===== src/hw/rtl/hes_pkg.sv =====
// ----------------------------------------------------------------------------
// hes_pkg: shared types and constants of the hit envelope smoother
// Holds the event codes, configuration layout, reset values, the exponential
// table and the request and response types of the bit-serial multiplier.
// ----------------------------------------------------------------------------
package hes_pkg;

    localparam int unsigned LEVEL_W    = 16;
    localparam int unsigned AMOUNT_W   = 16;
    localparam int unsigned DT_W       = 16;
    localparam int unsigned CMD_W      = 2;
    localparam int unsigned CFG_IDX_W  = 3;
    localparam int unsigned CFG_DATA_W = 16;
    localparam int unsigned DECAY_W    = 12;

    localparam logic [LEVEL_W-1:0] ONE_Q15 = 16'd32768;

    typedef enum logic [CMD_W-1:0] {
        CMD_HIT   = 2'd0,
        CMD_DEATH = 2'd1,
        CMD_TICK  = 2'd2,
        CMD_CLEAR = 2'd3
    } t_cmd;

    typedef enum logic [CFG_IDX_W-1:0] {
        CFG_MIN_BUMP   = 3'd0,
        CFG_HIT_GAIN   = 3'd1,
        CFG_DECAY_RATE = 3'd2,
        CFG_CHASE_RATE = 3'd3,
        CFG_SNAP_FLOOR = 3'd4
    } t_cfg_idx;

    typedef struct packed {
        logic [15:0]        min_bump;
        logic [15:0]        hit_gain;
        logic [DECAY_W-1:0] decay_rate;
        logic [15:0]        chase_rate;
        logic [15:0]        snap_floor;
    } t_cfg;

    localparam logic [15:0]        RST_MIN_BUMP   = 16'd3932;
    localparam logic [15:0]        RST_HIT_GAIN   = 16'd1835;
    localparam logic [DECAY_W-1:0] RST_DECAY_RATE = 12'd640;
    localparam logic [15:0]        RST_CHASE_RATE = 16'd4096;
    localparam logic [15:0]        RST_SNAP_FLOOR = 16'd33;

    // Serial multiplier: multiplicand up to 25 bits, multiplier up to 20 bits,
    // one multiplier bit retired per cycle.
    localparam int unsigned MUL_A_W   = 25;
    localparam int unsigned MUL_B_W   = 20;
    localparam int unsigned MUL_CNT_W = 5;
    localparam logic [MUL_CNT_W-1:0] MUL_LEN_SHORT = 5'd16;
    localparam logic [MUL_CNT_W-1:0] MUL_LEN_LONG  = 5'd20;

    typedef struct packed {
        logic                 start;
        logic [MUL_A_W-1:0]   a;
        logic [MUL_B_W-1:0]   b;
        logic [MUL_CNT_W-1:0] len;
    } t_mul_req;

    typedef struct packed {
        logic               done;
        logic [MUL_A_W-1:0] hi;
        logic [MUL_B_W-1:0] lo;
    } t_mul_rsp;

    // round(32768 * exp(-i/16))
    localparam logic [15:0] EXP_TAB [64] = '{
        16'd32768, 16'd30783, 16'd28918, 16'd27166, 16'd25520, 16'd23974, 16'd22521, 16'd21157,
        16'd19875, 16'd18671, 16'd17539, 16'd16477, 16'd15479, 16'd14541, 16'd13660, 16'd12832,
        16'd12055, 16'd11324, 16'd10638, 16'd9994,  16'd9388,  16'd8819,  16'd8285,  16'd7783,
        16'd7312,  16'd6869,  16'd6452,  16'd6061,  16'd5694,  16'd5349,  16'd5025,  16'd4721,
        16'd4435,  16'd4166,  16'd3914,  16'd3676,  16'd3454,  16'd3244,  16'd3048,  16'd2863,
        16'd2690,  16'd2527,  16'd2374,  16'd2230,  16'd2095,  16'd1968,  16'd1849,  16'd1737,
        16'd1631,  16'd1533,  16'd1440,  16'd1352,  16'd1271,  16'd1194,  16'd1121,  16'd1053,
        16'd990,   16'd930,   16'd873,   16'd820,   16'd771,   16'd724,   16'd680,   16'd639
    };

endpackage


===== src/hw/rtl/hes_evt_if.sv =====
// ----------------------------------------------------------------------------
// hes_evt_if: event channel
// Valid/ready channel that carries one event beat: command, amount and dt.
// ----------------------------------------------------------------------------
interface hes_evt_if;
    logic        valid;
    logic        ready;
    logic [1:0]  cmd;
    logic [15:0] amount;
    logic [15:0] dt;

    modport source (output valid, output cmd, output amount, output dt, input ready);
    modport sink   (input valid, input cmd, input amount, input dt, output ready);
endinterface


===== src/hw/rtl/hes_res_if.sv =====
// ----------------------------------------------------------------------------
// hes_res_if: result channel
// Valid/ready channel that carries one result beat: the smoothed level.
// ----------------------------------------------------------------------------
interface hes_res_if;
    logic        valid;
    logic        ready;
    logic [15:0] level;

    modport source (output valid, output level, input ready);
    modport sink   (input valid, input level, output ready);
endinterface


===== src/hw/rtl/hes_cfg_regs.sv =====
// ----------------------------------------------------------------------------
// hes_cfg_regs: configuration register file
// Write-only registers, loaded by index; unknown indexes are dropped.
// ----------------------------------------------------------------------------
module hes_cfg_regs (
    input  logic                          i_clk,
    input  logic                          i_rst_n,
    input  logic                          i_we,
    input  logic [hes_pkg::CFG_IDX_W-1:0]  i_idx,
    input  logic [hes_pkg::CFG_DATA_W-1:0] i_data,
    output hes_pkg::t_cfg                 o_cfg
);
    import hes_pkg::*;

    t_cfg r_cfg;

    always_ff @(posedge i_clk) begin
        if (!i_rst_n) begin
            r_cfg.min_bump   <= RST_MIN_BUMP;
            r_cfg.hit_gain   <= RST_HIT_GAIN;
            r_cfg.decay_rate <= RST_DECAY_RATE;
            r_cfg.chase_rate <= RST_CHASE_RATE;
            r_cfg.snap_floor <= RST_SNAP_FLOOR;
        end else if (i_we) begin
            case (t_cfg_idx'(i_idx))
                CFG_MIN_BUMP:   r_cfg.min_bump   <= i_data;
                CFG_HIT_GAIN:   r_cfg.hit_gain   <= i_data;
                CFG_DECAY_RATE: r_cfg.decay_rate <= i_data[DECAY_W-1:0];
                CFG_CHASE_RATE: r_cfg.chase_rate <= i_data;
                CFG_SNAP_FLOOR: r_cfg.snap_floor <= i_data;
                default: ;
            endcase
        end
    end

    assign o_cfg = r_cfg;

endmodule


===== src/hw/rtl/hes_serial_mul.sv =====
// ----------------------------------------------------------------------------
// hes_serial_mul: bit-serial shift-add multiplier
// Retires one multiplier bit per cycle, LSB first; the product leaves as
// {hi, lo} with the low bits shifted into the top of lo.
// ----------------------------------------------------------------------------
module hes_serial_mul (
    input  logic              i_clk,
    input  logic              i_rst_n,
    input  hes_pkg::t_mul_req i_req,
    output hes_pkg::t_mul_rsp o_rsp
);
    import hes_pkg::*;

    logic [MUL_CNT_W-1:0] r_cnt;
    logic                 r_done;
    logic [MUL_A_W-1:0]   r_a;
    logic [MUL_B_W-1:0]   r_b;
    logic [MUL_A_W-1:0]   r_hi;
    logic [MUL_B_W-1:0]   r_lo;
    logic [MUL_A_W:0]     n_sum;

    // Add the multiplicand when the current multiplier bit is set.
    assign n_sum = {1'b0, r_hi} + (r_b[0] ? {1'b0, r_a} : '0);

    always_ff @(posedge i_clk) begin
        if (!i_rst_n) begin
            r_cnt  <= '0;
            r_done <= 1'b0;
        end else begin
            r_done <= 1'b0;
            if (i_req.start) begin
                r_cnt <= i_req.len;
                r_a   <= i_req.a;
                r_b   <= i_req.b;
                r_hi  <= '0;
                r_lo  <= '0;
            end else if (r_cnt != '0) begin
                r_cnt  <= r_cnt - 1'b1;
                r_hi   <= n_sum[MUL_A_W:1];
                r_lo   <= {n_sum[0], r_lo[MUL_B_W-1:1]};
                r_b    <= {1'b0, r_b[MUL_B_W-1:1]};
                r_done <= (r_cnt == MUL_CNT_W'(1));
            end
        end
    end

    assign o_rsp.done = r_done;
    assign o_rsp.hi   = r_hi;
    assign o_rsp.lo   = r_lo;

endmodule


===== src/hw/rtl/hit_envelope_smoother.sv =====
// ----------------------------------------------------------------------------
// hit_envelope_smoother: two-stage damage flash envelope, Q1.15
// Event in, smoothed level out; products are formed one bit per cycle.
// ----------------------------------------------------------------------------
// Usage:
//   i_evt carries one event beat (cmd, amount, dt); o_res returns exactly one
//   beat per event with the smoothed level after that event.
//   Configuration goes through i_cfg_we / i_cfg_idx / i_cfg_data; write it
//   only while no event is in flight.
//   The block works on one event at a time. All products go through one
//   bit-serial shift-add multiplier, so the multiplier length sets latency.
//   Death, clear, zero-amount hit and zero-dt tick use no product, a hit
//   uses amount*gain, and a tick uses, in order, decay_rate*dt, slope*frac,
//   envelope*factor, chase_rate*dt and distance*alpha (16 bits each but
//   slope*frac at 20). When the decay argument reaches 4.0 the envelope
//   drops to zero and slope*frac and envelope*factor are skipped.
//   A result register sits on o_res: the next event is taken while the last
//   result still waits. If the receiver stalls, the following result is held
//   inside and i_evt stays not ready until the result register frees up.
//   Reset clears both stages, the result register, and restores config.
// ----------------------------------------------------------------------------
module hit_envelope_smoother (
    input  logic                          i_clk,
    input  logic                          i_rst_n,
    hes_evt_if.sink                       i_evt,
    hes_res_if.source                     o_res,
    input  logic                          i_cfg_we,
    input  logic [hes_pkg::CFG_IDX_W-1:0]  i_cfg_idx,
    input  logic [hes_pkg::CFG_DATA_W-1:0] i_cfg_data
);
    import hes_pkg::*;

    localparam int unsigned P_W = MUL_A_W + 16;

    typedef enum logic [3:0] {
        ST_IDLE,
        ST_HIT_MUL,
        ST_HIT_SUM,
        ST_DEC_X,
        ST_DEC_F,
        ST_DEC_E,
        ST_CHASE_A,
        ST_CHASE_S,
        ST_DONE
    } t_state;

    t_cfg     cfg;
    t_mul_rsp mul_rsp;

    t_state            r_state;
    t_mul_req          r_mreq;
    logic              r_out_valid;
    logic [LEVEL_W-1:0] r_level;
    logic [LEVEL_W-1:0] r_env;
    logic [LEVEL_W-1:0] r_sm;
    logic [DT_W-1:0]    r_dt;
    logic [15:0]        r_tab_hi;
    logic [22:0]        r_bump;
    logic               r_dir;

    // Product of a 16-step multiply: hi bits plus the 16 low bits in lo.
    logic [P_W-1:0]     p16;
    logic [27:0]        dec_x;
    logic               dec_big;
    logic [5:0]         dec_idx;
    logic [19:0]        dec_frac;
    logic [15:0]        tab_hi;
    logic [15:0]        tab_lo;
    logic [15:0]        tab_diff;
    logic [22:0]        hit_prod;
    logic [22:0]        hit_bump;
    logic [23:0]        hit_sum;
    logic [LEVEL_W-1:0] hit_env;
    logic [15:0]        factor;
    logic [LEVEL_W-1:0] env_dec;
    logic [31:0]        chase_prod;
    logic [MUL_A_W-1:0] alpha;
    logic               env_ge;
    logic [LEVEL_W-1:0] env_gap;
    logic [LEVEL_W-1:0] step;
    logic [LEVEL_W-1:0] sm_next;
    logic               snap;
    logic               evt_fire;
    logic               out_free;

    hes_cfg_regs u_cfg (
        .i_clk  (i_clk),
        .i_rst_n(i_rst_n),
        .i_we   (i_cfg_we),
        .i_idx  (i_cfg_idx),
        .i_data (i_cfg_data),
        .o_cfg  (cfg)
    );

    hes_serial_mul u_mul (
        .i_clk  (i_clk),
        .i_rst_n(i_rst_n),
        .i_req  (r_mreq),
        .o_rsp  (mul_rsp)
    );

    assign evt_fire = i_evt.valid && i_evt.ready;
    assign out_free = !r_out_valid || o_res.ready;
    assign p16      = {mul_rsp.hi, mul_rsp.lo[MUL_B_W-1 -: 16]};

    always_comb begin
        // Hit: bump = max(min_bump, amount*gain >> 9), then add and clamp to 1.0.
        hit_prod = p16[31:9];
        hit_bump = (hit_prod < {7'd0, cfg.min_bump}) ? {7'd0, cfg.min_bump} : hit_prod;
        hit_sum  = {8'd0, r_env} + {1'b0, r_bump};
        hit_env  = (hit_sum > {8'd0, ONE_Q15}) ? ONE_Q15 : hit_sum[LEVEL_W-1:0];

        // Decay argument x = decay_rate*dt, Q4.24; segment index and fraction.
        dec_x    = p16[27:0];
        dec_big  = |dec_x[27:26];
        dec_idx  = dec_x[25:20];
        dec_frac = dec_x[19:0];
        tab_hi   = EXP_TAB[dec_idx];
        // Last segment interpolates toward zero.
        tab_lo   = (dec_idx == 6'd63) ? 16'd0 : EXP_TAB[dec_idx + 6'd1];
        tab_diff = tab_hi - tab_lo;

        // Slope*frac >> 20 is the hi word of the 20-step multiply.
        factor   = r_tab_hi - {4'd0, mul_rsp.hi[11:0]};
        env_dec  = p16[30:15];

        // Chase fraction, clamped to 1.0 in Q8.24.
        chase_prod = p16[31:0];
        alpha      = (chase_prod > 32'h0100_0000) ? MUL_A_W'(25'h100_0000)
                                                  : chase_prod[MUL_A_W-1:0];
        env_ge     = (r_env >= r_sm);
        env_gap    = env_ge ? (r_env - r_sm) : (r_sm - r_env);

        step     = p16[39:24];
        sm_next  = r_dir ? (r_sm + step) : (r_sm - step);
        snap     = (r_env < cfg.snap_floor) && (sm_next < cfg.snap_floor);
    end

    always_ff @(posedge i_clk) begin
        if (!i_rst_n) begin
            r_state      <= ST_IDLE;
            r_mreq.start <= 1'b0;
            r_out_valid  <= 1'b0;
            r_env        <= '0;
            r_sm         <= '0;
        end else begin
            r_mreq.start <= 1'b0;
            if (r_out_valid && o_res.ready) begin
                r_out_valid <= 1'b0;
            end
            case (r_state)
                ST_IDLE: begin
                    if (evt_fire) begin
                        r_state <= ST_DONE;
                        case (t_cmd'(i_evt.cmd))
                            CMD_HIT: begin
                                if (i_evt.amount != '0) begin
                                    r_mreq.start <= 1'b1;
                                    r_mreq.a     <= MUL_A_W'(cfg.hit_gain);
                                    r_mreq.b     <= MUL_B_W'(i_evt.amount);
                                    r_mreq.len   <= MUL_LEN_SHORT;
                                    r_state      <= ST_HIT_MUL;
                                end
                            end
                            CMD_DEATH: r_env <= ONE_Q15;
                            CMD_TICK: begin
                                if (i_evt.dt != '0) begin
                                    r_dt         <= i_evt.dt;
                                    r_mreq.start <= 1'b1;
                                    r_mreq.a     <= MUL_A_W'(cfg.decay_rate);
                                    r_mreq.b     <= MUL_B_W'(i_evt.dt);
                                    r_mreq.len   <= MUL_LEN_SHORT;
                                    r_state      <= ST_DEC_X;
                                end
                            end
                            CMD_CLEAR: begin
                                r_env <= '0;
                                r_sm  <= '0;
                            end
                            default: ;
                        endcase
                    end
                end
                ST_HIT_MUL: begin
                    if (mul_rsp.done) begin
                        r_bump  <= hit_bump;
                        r_state <= ST_HIT_SUM;
                    end
                end
                ST_HIT_SUM: begin
                    r_env   <= hit_env;
                    r_state <= ST_DONE;
                end
                ST_DEC_X: begin
                    if (mul_rsp.done) begin
                        r_mreq.start <= 1'b1;
                        if (dec_big) begin
                            // Argument at or past 4.0: factor is zero.
                            r_env      <= '0;
                            r_mreq.a   <= MUL_A_W'(cfg.chase_rate);
                            r_mreq.b   <= MUL_B_W'(r_dt);
                            r_mreq.len <= MUL_LEN_SHORT;
                            r_state    <= ST_CHASE_A;
                        end else begin
                            r_tab_hi   <= tab_hi;
                            r_mreq.a   <= MUL_A_W'(tab_diff);
                            r_mreq.b   <= dec_frac;
                            r_mreq.len <= MUL_LEN_LONG;
                            r_state    <= ST_DEC_F;
                        end
                    end
                end
                ST_DEC_F: begin
                    if (mul_rsp.done) begin
                        r_mreq.start <= 1'b1;
                        r_mreq.a     <= MUL_A_W'(factor);
                        r_mreq.b     <= MUL_B_W'(r_env);
                        r_mreq.len   <= MUL_LEN_SHORT;
                        r_state      <= ST_DEC_E;
                    end
                end
                ST_DEC_E: begin
                    if (mul_rsp.done) begin
                        r_env        <= env_dec;
                        r_mreq.start <= 1'b1;
                        r_mreq.a     <= MUL_A_W'(cfg.chase_rate);
                        r_mreq.b     <= MUL_B_W'(r_dt);
                        r_mreq.len   <= MUL_LEN_SHORT;
                        r_state      <= ST_CHASE_A;
                    end
                end
                ST_CHASE_A: begin
                    if (mul_rsp.done) begin
                        r_dir        <= env_ge;
                        r_mreq.start <= 1'b1;
                        r_mreq.a     <= alpha;
                        r_mreq.b     <= MUL_B_W'(env_gap);
                        r_mreq.len   <= MUL_LEN_SHORT;
                        r_state      <= ST_CHASE_S;
                    end
                end
                ST_CHASE_S: begin
                    if (mul_rsp.done) begin
                        if (snap) begin
                            r_env <= '0;
                            r_sm  <= '0;
                        end else begin
                            r_sm <= sm_next;
                        end
                        r_state <= ST_DONE;
                    end
                end
                ST_DONE: begin
                    // Hold here until the result register can take the beat.
                    if (out_free) begin
                        r_out_valid <= 1'b1;
                        r_level     <= r_sm;
                        r_state     <= ST_IDLE;
                    end
                end
                default: r_state <= ST_IDLE;
            endcase
        end
    end

    assign i_evt.ready = (r_state == ST_IDLE);
    assign o_res.valid = r_out_valid;
    assign o_res.level = r_level;

endmodule


===== src/flat_wrapper.sv =====
// flat-port wrapper written by rule: the top's interface ports become plain ports
module hit_envelope_smoother_flat import hes_pkg::*;
  (i_clk, i_rst_n, i_cfg_we, i_cfg_idx, i_cfg_data, i_evt_valid, i_evt_cmd, i_evt_amount, i_evt_dt, i_evt_ready, o_res_valid, o_res_level, o_res_ready);
  hes_evt_if i_evt_i ();
  hes_res_if o_res_i ();
  input  logic i_clk;
  input  logic i_rst_n;
  input  logic i_cfg_we;
  input  logic [hes_pkg::CFG_IDX_W-1:0] i_cfg_idx;
  input  logic [hes_pkg::CFG_DATA_W-1:0] i_cfg_data;
  input wire logic [$bits(i_evt_i.valid)-1:0] i_evt_valid;
  input wire logic [$bits(i_evt_i.cmd)-1:0] i_evt_cmd;
  input wire logic [$bits(i_evt_i.amount)-1:0] i_evt_amount;
  input wire logic [$bits(i_evt_i.dt)-1:0] i_evt_dt;
  output wire logic [$bits(i_evt_i.ready)-1:0] i_evt_ready;
  output wire logic [$bits(o_res_i.valid)-1:0] o_res_valid;
  output wire logic [$bits(o_res_i.level)-1:0] o_res_level;
  input wire logic [$bits(o_res_i.ready)-1:0] o_res_ready;
  assign i_evt_i.valid = i_evt_valid;
  assign i_evt_i.cmd = i_evt_cmd;
  assign i_evt_i.amount = i_evt_amount;
  assign i_evt_i.dt = i_evt_dt;
  assign i_evt_ready = i_evt_i.ready;
  assign o_res_valid = o_res_i.valid;
  assign o_res_level = o_res_i.level;
  assign o_res_i.ready = o_res_ready;
  hit_envelope_smoother u_core (.i_clk(i_clk), .i_rst_n(i_rst_n), .i_evt(i_evt_i), .o_res(o_res_i), .i_cfg_we(i_cfg_we), .i_cfg_idx(i_cfg_idx), .i_cfg_data(i_cfg_data));
endmodule

===== config.mk =====
export PLATFORM = sky130hd
export DESIGN_NAME = hit_envelope_smoother_flat
export DESIGN_NICKNAME = d
export VERILOG_FILES = /design/src/hw/rtl/hes_pkg.sv /design/src/hw/rtl/hes_evt_if.sv /design/src/hw/rtl/hes_res_if.sv /design/src/hw/rtl/hes_cfg_regs.sv /design/src/hw/rtl/hes_serial_mul.sv /design/src/hw/rtl/hit_envelope_smoother.sv /design/src/flat_wrapper.sv
export SDC_FILE = /design/constraint.sdc
export NUM_CORES = 1
export LEC_CHECK = 0
export BUFFER_PORTS_ARGS = -buffer_cell sky130_fd_sc_hd__buf_2
export CORE_MARGIN = 3
export CORE_UTILIZATION = 49
export DETAILED_ROUTE_END_ITERATION = 16
export PLACE_DENSITY = 0.65
export SYNTH_ARGS = -nofsm -noshare
export SYNTH_HDL_FRONTEND = slang
export SYNTH_SLANG_ARGS = --single-unit

===== constraint.sdc =====
create_clock -name i_clk -period 6.67 [get_ports i_clk]
set_clock_uncertainty 0.1 [all_clocks]
set_input_delay 1.0005 -clock i_clk [delete_from_list [all_inputs] [get_ports i_clk]]
set_output_delay 1.0005 -clock i_clk [all_outputs]
set_load 0.01 [all_outputs]

==> flow_summary.yaml, run 1 <==
cts:
  clock-sinks: 325
  cts.clk_slew.worst_paths_ns: 0.06
  worstSkewPairLatency_ns: 0.56
  postCtsSetupRepairBufs: 0
  cts_resized: 0
  htree_levels: 2
  cts_tree: "done"
  cts_buffers: 39
  holdBufCountCts: 0
  cts_max_path_buffers: 3
  clock-root-buffer: "clkbuf_16"
floorplan:
  die_w_um: 222.1
  core_sq_mm: 0.04577
  initial_utilization_pct: 49.99
  rows: 78
  die_area_sq_mm: 0.04932
  die_height_um: 222.1
  io_pins: 76
finish:
  utilization_pct: 55.04
  drive_gt1_share_pct: 9.920
  fin_cells: 3243
  nets: 2864
  syn_to_final_growth_pct: 10.10
drt:
  viasPerCell: 6.533
  num_vias: 21190
  wire_per_inst_um: 25.19
  drtAntennaViolNets: 0
  drtIter0Drc: 2989
  drc: 0
  firstDrtPassIters: 7
  wirelength_mm: 81.69
min_path:
  worstHoldStart: "u_core.r_mreq[45]"
  hp-class: "flop to flop"
setup_path:
  cp_max_fo: 15
  cp-startpoint: "u_core.u_mul.r_hi[10]"
  cp-end-kind: "flop"
  worstSetupStartpointType: "flop"
  critPathArrivalTime_ns: 6.07
  crit_type: "flop to flop"
  critPathRequiredTime_ns: 7.02
  rr_startpoint: "u_core.u_mul.r_hi[10]"
logic_synthesis:
  netlist_instances: 2608
  synth_edf_count: 205
  yosysSeqAreaShare_pct: 37.41
  synth_nets: 2862
  synth_area_sq_mm: 0.02288
  postSynthAreaPerCell_sq_um: 8.773
  ys_types: 85
  ys_ff_latch: 325
  synth_top_flop_cell: "edfxtp_1"
  yosysWarnings: 0
  async_flop_share_pct: 0
timing:
  maxSlewViolCount: 0
  fmax_mhz: 175.0
  fin_tns_setup_ns: 0
  max_slew.worst_pin.slew_ns: 1.166
  hold_violations: 0
  period_minus_slack_ns: 5.715
  rsz0062_at_grt: "false"
  setup-violations-final: 0
  slew_headroom_pct: 22.28
  setup_slack_ns: 0.9553
  finalCritPeriodShare_pct: 85.68
run:
  maxCapViolCount: 0
placement:
  port_buffers: 75
  gp_congestion: 0.9464
  dpl_worst_slack_ns: 1.143
  placed_cells: 3169
  dpl.hpwl_mm: 60.66
global_route:
  overflow: 0
  gr-usage-all-layers_pct: 32.02
  antenna_found_initial: 3
  grt_max_degree: 69
  grt_pass1_vias: 19510
  grt_pass1_wl_mm: 122.2
pwr:
  p_leak_nw: 9.649
  ir_drop_mv: 0.3148
  power.total_mw: 13.43
  power_density_mw_per_mm2: 533.1
outcome:
  outcome: "complete, no violations"
## registers in the layout, summed over array words and instances, names as in the netlist
register	cells
u_core.o_res.level	16
u_core.o_res.valid	1
u_core.r_bump	23
u_core.r_dir	1
u_core.r_dt	16
u_core.r_env	16
u_core.r_mreq	48
u_core.r_sm	16
u_core.r_state	4
u_core.r_tab_hi	16
u_core.u_cfg.o_cfg	76
u_core.u_mul.r_a	25
u_core.u_mul.r_b	20
u_core.u_mul.r_cnt	5
u_core.u_mul.r_done	1
u_core.u_mul.r_hi	25
u_core.u_mul.r_lo	16
## where the power goes
part	internal, mW	switching [mW]	total, mW
sequential	2.58	0.465	3.04
combinational	2.99	5.13	8.12
clock	1.36	0.903	2.27
## path summary, 6_finish.rpt
check | to | slack, ns | cells after the start
max reg2reg | u_core.r_sm[15] | 0.96 | 23
min | u_core.u_mul.r_a[20] | 0.32 | 0
max | u_core.r_sm[15] | 0.96 | 23
min reg2reg | u_core.u_mul.r_a[20] | 0.32 | 0
## cells in the mapped netlist (all sizes together), types with 31 or more instances
cell type  count  share of area [%]
a211oi        40                1.3
a21o          53                1.7
a21oi        265                5.8
a22oi         33                1.1
and2          38                1.0
clkbuf       141                2.3
dfxtp        120                 10
edfxtp       205                 27
ha           189                 10
inv          118                1.9
mux2          31                1.5
nand2        310                5.1
nand3         67                1.5
nor2         190                3.1
nor2b         42                1.1
nor3          58                1.3
o211ai        40                1.3
o21ai        146                3.2
xnor2         61                2.3
xor2          45                1.7
## layout by cell type (no fill, tap or decap), drive strengths merged, types with 42 or more instances in the layout
| cell type | n |
|---|---|
| nand2 | 310 |
| a21oi | 265 |
| edfxtp | 205 |
| nor2 | 190 |
| ha | 189 |
| o21ai | 146 |
| buf | 126 |
| inv | 121 |
| dfxtp | 120 |
| nand3 | 67 |
| xnor2 | 61 |
| nor3 | 58 |
| a21o | 53 |
| clkbuf | 49 |
| xor2 | 45 |
| nor2b | 42 |
## worst max-delay path, cell delays in order, from the launching register on
cell and delay, ns:
edfxtp_1 0.51, inv_1 0.22, nand2_1 0.28, nor4_1 0.33, nor2b_1 0.37, and2_1 0.30, a21oi_1 0.11, xor2_1 0.22
ha_1 0.29, a21o_1 0.20, nand3_1 0.08, nand2_1 0.05, a211oi_1 0.40, o21bai_1 0.11, a21oi_1 0.21, xnor2_1 0.20
ha_1 0.30, nor2b_1 0.14, o21ai_0 0.13, and3_1 0.19, o21ai_0 0.09, o21ba_2 0.33, and3_1 0.24, a32o_1 0.20
## stage by stage
step	hold WS, ns	cell area [sq um]
6_report	0.3195	25190
5_1_grt	0.3214	25190
4_1_cts	0.3193	25190
3_5_place_dp	0.3052	23820
3_3_place_gp	0.3013	23820
2_1_floorplan	0.3003	22880
## routing by layer
| metal | vias to the layer above | track usage, % | share of wire (%) |
|---|---|---|---|
| met5 | - | 0 | 0.0098 |
| met4 | 2 | 15.03 | 5.2 |
| met3 | 212 | 5.720 | 9.7 |
| met2 | 1162 | 47.56 | 43 |
| met1 | 10190 | 45.33 | 42 |
| li1 | 9618 | - | - |
## logic make-up after synthesis
kind of cell             share of synthesized area (%)
AO/OA/AOI/OAI                                    22.76
multiplexers                                     3.068
flip-flops                                       37.41
adder cells (fa/ha/maj)                          10.95
XOR/XNOR                                         4.058
AND/OR/NAND/NOR                                  16.96
buffers and inverters                            4.801
## layout make-up
class	count	area (sq um)
Fill cell	4170	20580
Multi-Input combinational cell	1997	13300
Sequential cell	325	8559
Clock buffer	49	1129
Timing Repair Buffer	126	758.2
Tap cell	600	750.7
Inverter	121	454.2
Clock inverter	23	237.7
Antenna cell	2	5.005
Note: power is estimated with default switching activity, not from simulation.
==> run 2, diff against run 1 <==
--- a/config.mk
+++ b/config.mk
@@ -12,4 +12,5 @@
 export PLACE_DENSITY = 0.65
 export SYNTH_ARGS = -nofsm -noshare
 export SYNTH_HDL_FRONTEND = slang
+export SYNTH_HIERARCHICAL = 1
 export SYNTH_SLANG_ARGS = --single-unit
==> run 2 against run 1 <==
  * Hold slack worse by 0.0028 ns
  * Sequential share of layout area is 0.66 points lower
  * Cell count is 1.0% lower
  * Clock-buffer cell count is 2 higher
  * Non-clock buffer count is 3 lower
  * Fmax is 2.4% lower
  * Synthesized cell count is 1.7% lower
  * Synthesized area is 2.8% higher
  * Flip-flop and latch count stayed put
  * Worst setup slack worse by 0.14 ns
  * Clock power is 6% lower
  * Global-route usage is 0.31 points higher
  * Largest cell class unchanged
  * Highest routed layer is now met4
==> flow_summary.yaml, run 2 <==
outcome:
  outcome: "complete, no violations"
min_path:
  hp-class: "flop to flop"
  worstHoldStart: "u_core/r_mreq[43]"
  hold_depth: 0
finish:
  drive_gt1_share_pct: 9.996
  syn_to_final_growth_pct: 9.266
  final_common_cell: "nand2_1"
  nets: 2826
  largest_register_ffs: 76
  layout.cells.most_common_list: "nand2_1, edfxtp_1, ha_1"
timing:
  rsz0062_at_grt: "false"
  max_slew.worst_pin.slew_ns: 1.158
  fmax_mhz: 170.8
  maxSlewViolCount: 0
  period_minus_slack_ns: 5.856
  setup-violations-final: 0
  fin_tns_setup_ns: 0
  whs_ns: 0.3167
  hold_violations: 0
  finalCritPeriodShare_pct: 87.79
  slew_headroom_pct: 22.40
cts:
  cts.clk_slew.worst_paths_ns: 0.06
  holdBufCountCts: 0
  htree_levels: 2
  worstSkewPairLatency_ns: 0.56
  postCtsSetupRepairBufs: 0
  clock-sinks: 325
  cts_resized: 0
  clock-root-buffer: "clkbuf_16"
  cts_buffers: 38
  cts_max_path_buffers: 3
  cts_tree: "done"
logic_synthesis:
  postSynthAreaPerCell_sq_um: 9.169
  synth_area_sq_mm: 0.02351
  netlist_instances: 2564
  yosysWarnings: 6
setup_path:
  cp-end-kind: "flop"
  critPathArrivalTime_ns: 6.16
  critPathRequiredTime_ns: 6.97
  reg2reg_depth: 21
  rr_startpoint: "u_core/u_mul/r_hi[14]"
  crit_type: "flop to flop"
  crit_end: "u_core/r_env[14]"
  r2r_end: "u_core/r_env[14]"
  rrSetupSlack_ns: 0.81
  cp-startpoint: "u_core/u_mul/r_hi[14]"
  cp_max_fo: 19
  worstSetupStartpointType: "flop"
global_route:
  use_met2_pct: 50.93
  antenna_found_initial: 1
  grt_max_degree: 109
  gr-usage-met3_pct: 6.135
  gr-usage-all-layers_pct: 32.34
  grt_pass1_wl_mm: 124.2
  grt_pass1_vias: 19750
  grt.busiest_layer: "met2"
  grt_use_met1_pct: 45.20
  overflow: 0
floorplan:
  die_height_um: 225.0
  core_sq_mm: 0.04695
  die_w_um: 225.0
  initial_utilization_pct: 50.07
  rows: 79
  die_area_sq_mm: 0.05064
  io_pins: 76
placement:
  gp_congestion: 1.000
  dpl.hpwl_mm: 63.29
  port_buffers: 75
drt:
  drtAntennaViolNets: 0
  wirelength_mm: 84.13
  viasPerCell: 6.504
  firstDrtPassIters: 7
  drc: 0
  drtIter0Drc: 2460
  num_vias: 20870
  wire_per_inst_um: 26.22
pwr:
  power_density_mw_per_mm2: 484.9
  ir_drop_mv: 0.9295
  p_leak_nw: 10.24
  power.total_mw: 12.46
run:
  maxCapViolCount: 0
-- run 2: cell types whose count changed in the layout (fill, tap and decap cells not counted), sizes merged, moves of 6 or more --
cell,change
nor2b,+33
o211ai,-7
a211oi,+10
mux2i,+91
a2111oi,+9
o21ai,-18
nand2,-64
a41o,+11
nand2b,-9
o221ai,-8
nand3,-15
a21oi,-80
a22oi,-6
-- run 2: worst min-delay path by stage --
stage                                end  slack, ns
detailed placement  u_core/u_mul/r_a[21]       0.30
CTS                 u_core/u_mul/r_a[18]       0.32
floorplan            u_core/u_mul/r_a[0]       0.30
finish              u_core/u_mul/r_a[18]       0.32
global route        u_core/u_mul/r_a[17]       0.32
global placement    u_core/u_mul/r_a[17]       0.30
-- run 2: area by class of cell --
type                       count  area (sq um)
multi-input combinational   1962         13890
timing repair buffer         123         738.2
inverter                     121         454.2
antenna                        1         2.502
sequential                   325          8559
tap                          607         759.5
clock buffer                  51          1082
fill                        4234         21260
clock inverter                19         197.7
-- run 2: critical path, cell delays in order (launching register included) --
cell and delay [ns]:
edfxtp_1 0.50, or4_1 0.61, or4_1 0.45, nor2_1 0.20, nor2_1 0.08, xnor2_1 0.16
ha_1 0.35, and2_1 0.18, nand3_1 0.08, a211oi_1 0.05, a221oi_1 0.30, nor2b_1 0.21
xnor2_1 0.17, ha_1 0.27, and4_1 0.22, a211oi_1 0.24, nand3_1 0.11, a21oi_1 0.20
a31o_2 0.38, nand2_2 0.39, a221oi_1 0.39, a211oi_1 0.08
-- run 2: layer usage --
layer | vias to the layer above | part of all wire [%]
met5 | - | 0
met4 | 0 | 3.2
met1 | 10090 | 42
li1 | 9552 | -
met3 | 148 | 9.8
met2 | 1082 | 44
-- run 2: through the flow --
step / utilization [%] / cell area, sq um / std cells / setup WS (ns)
global route: 54.70 / 25680 / 3208 / 0.4134
global placement: 51.98 / 24400 / 3138 / 1.032
CTS: 54.70 / 25680 / 3208 / 0.8673
floorplan: - / 23520 / 2566 / 1.330
detailed placement: 51.98 / 24400 / 3138 / 0.9073
finish: 54.71 / 25690 / 3209 / 0.8145
-- run 2: where the power goes --
part | internal [mW] | switching [mW]
Sequential | 2.53 | 0.369
Combinational | 2.69 | 4.73
Clock | 1.27 | 0.869
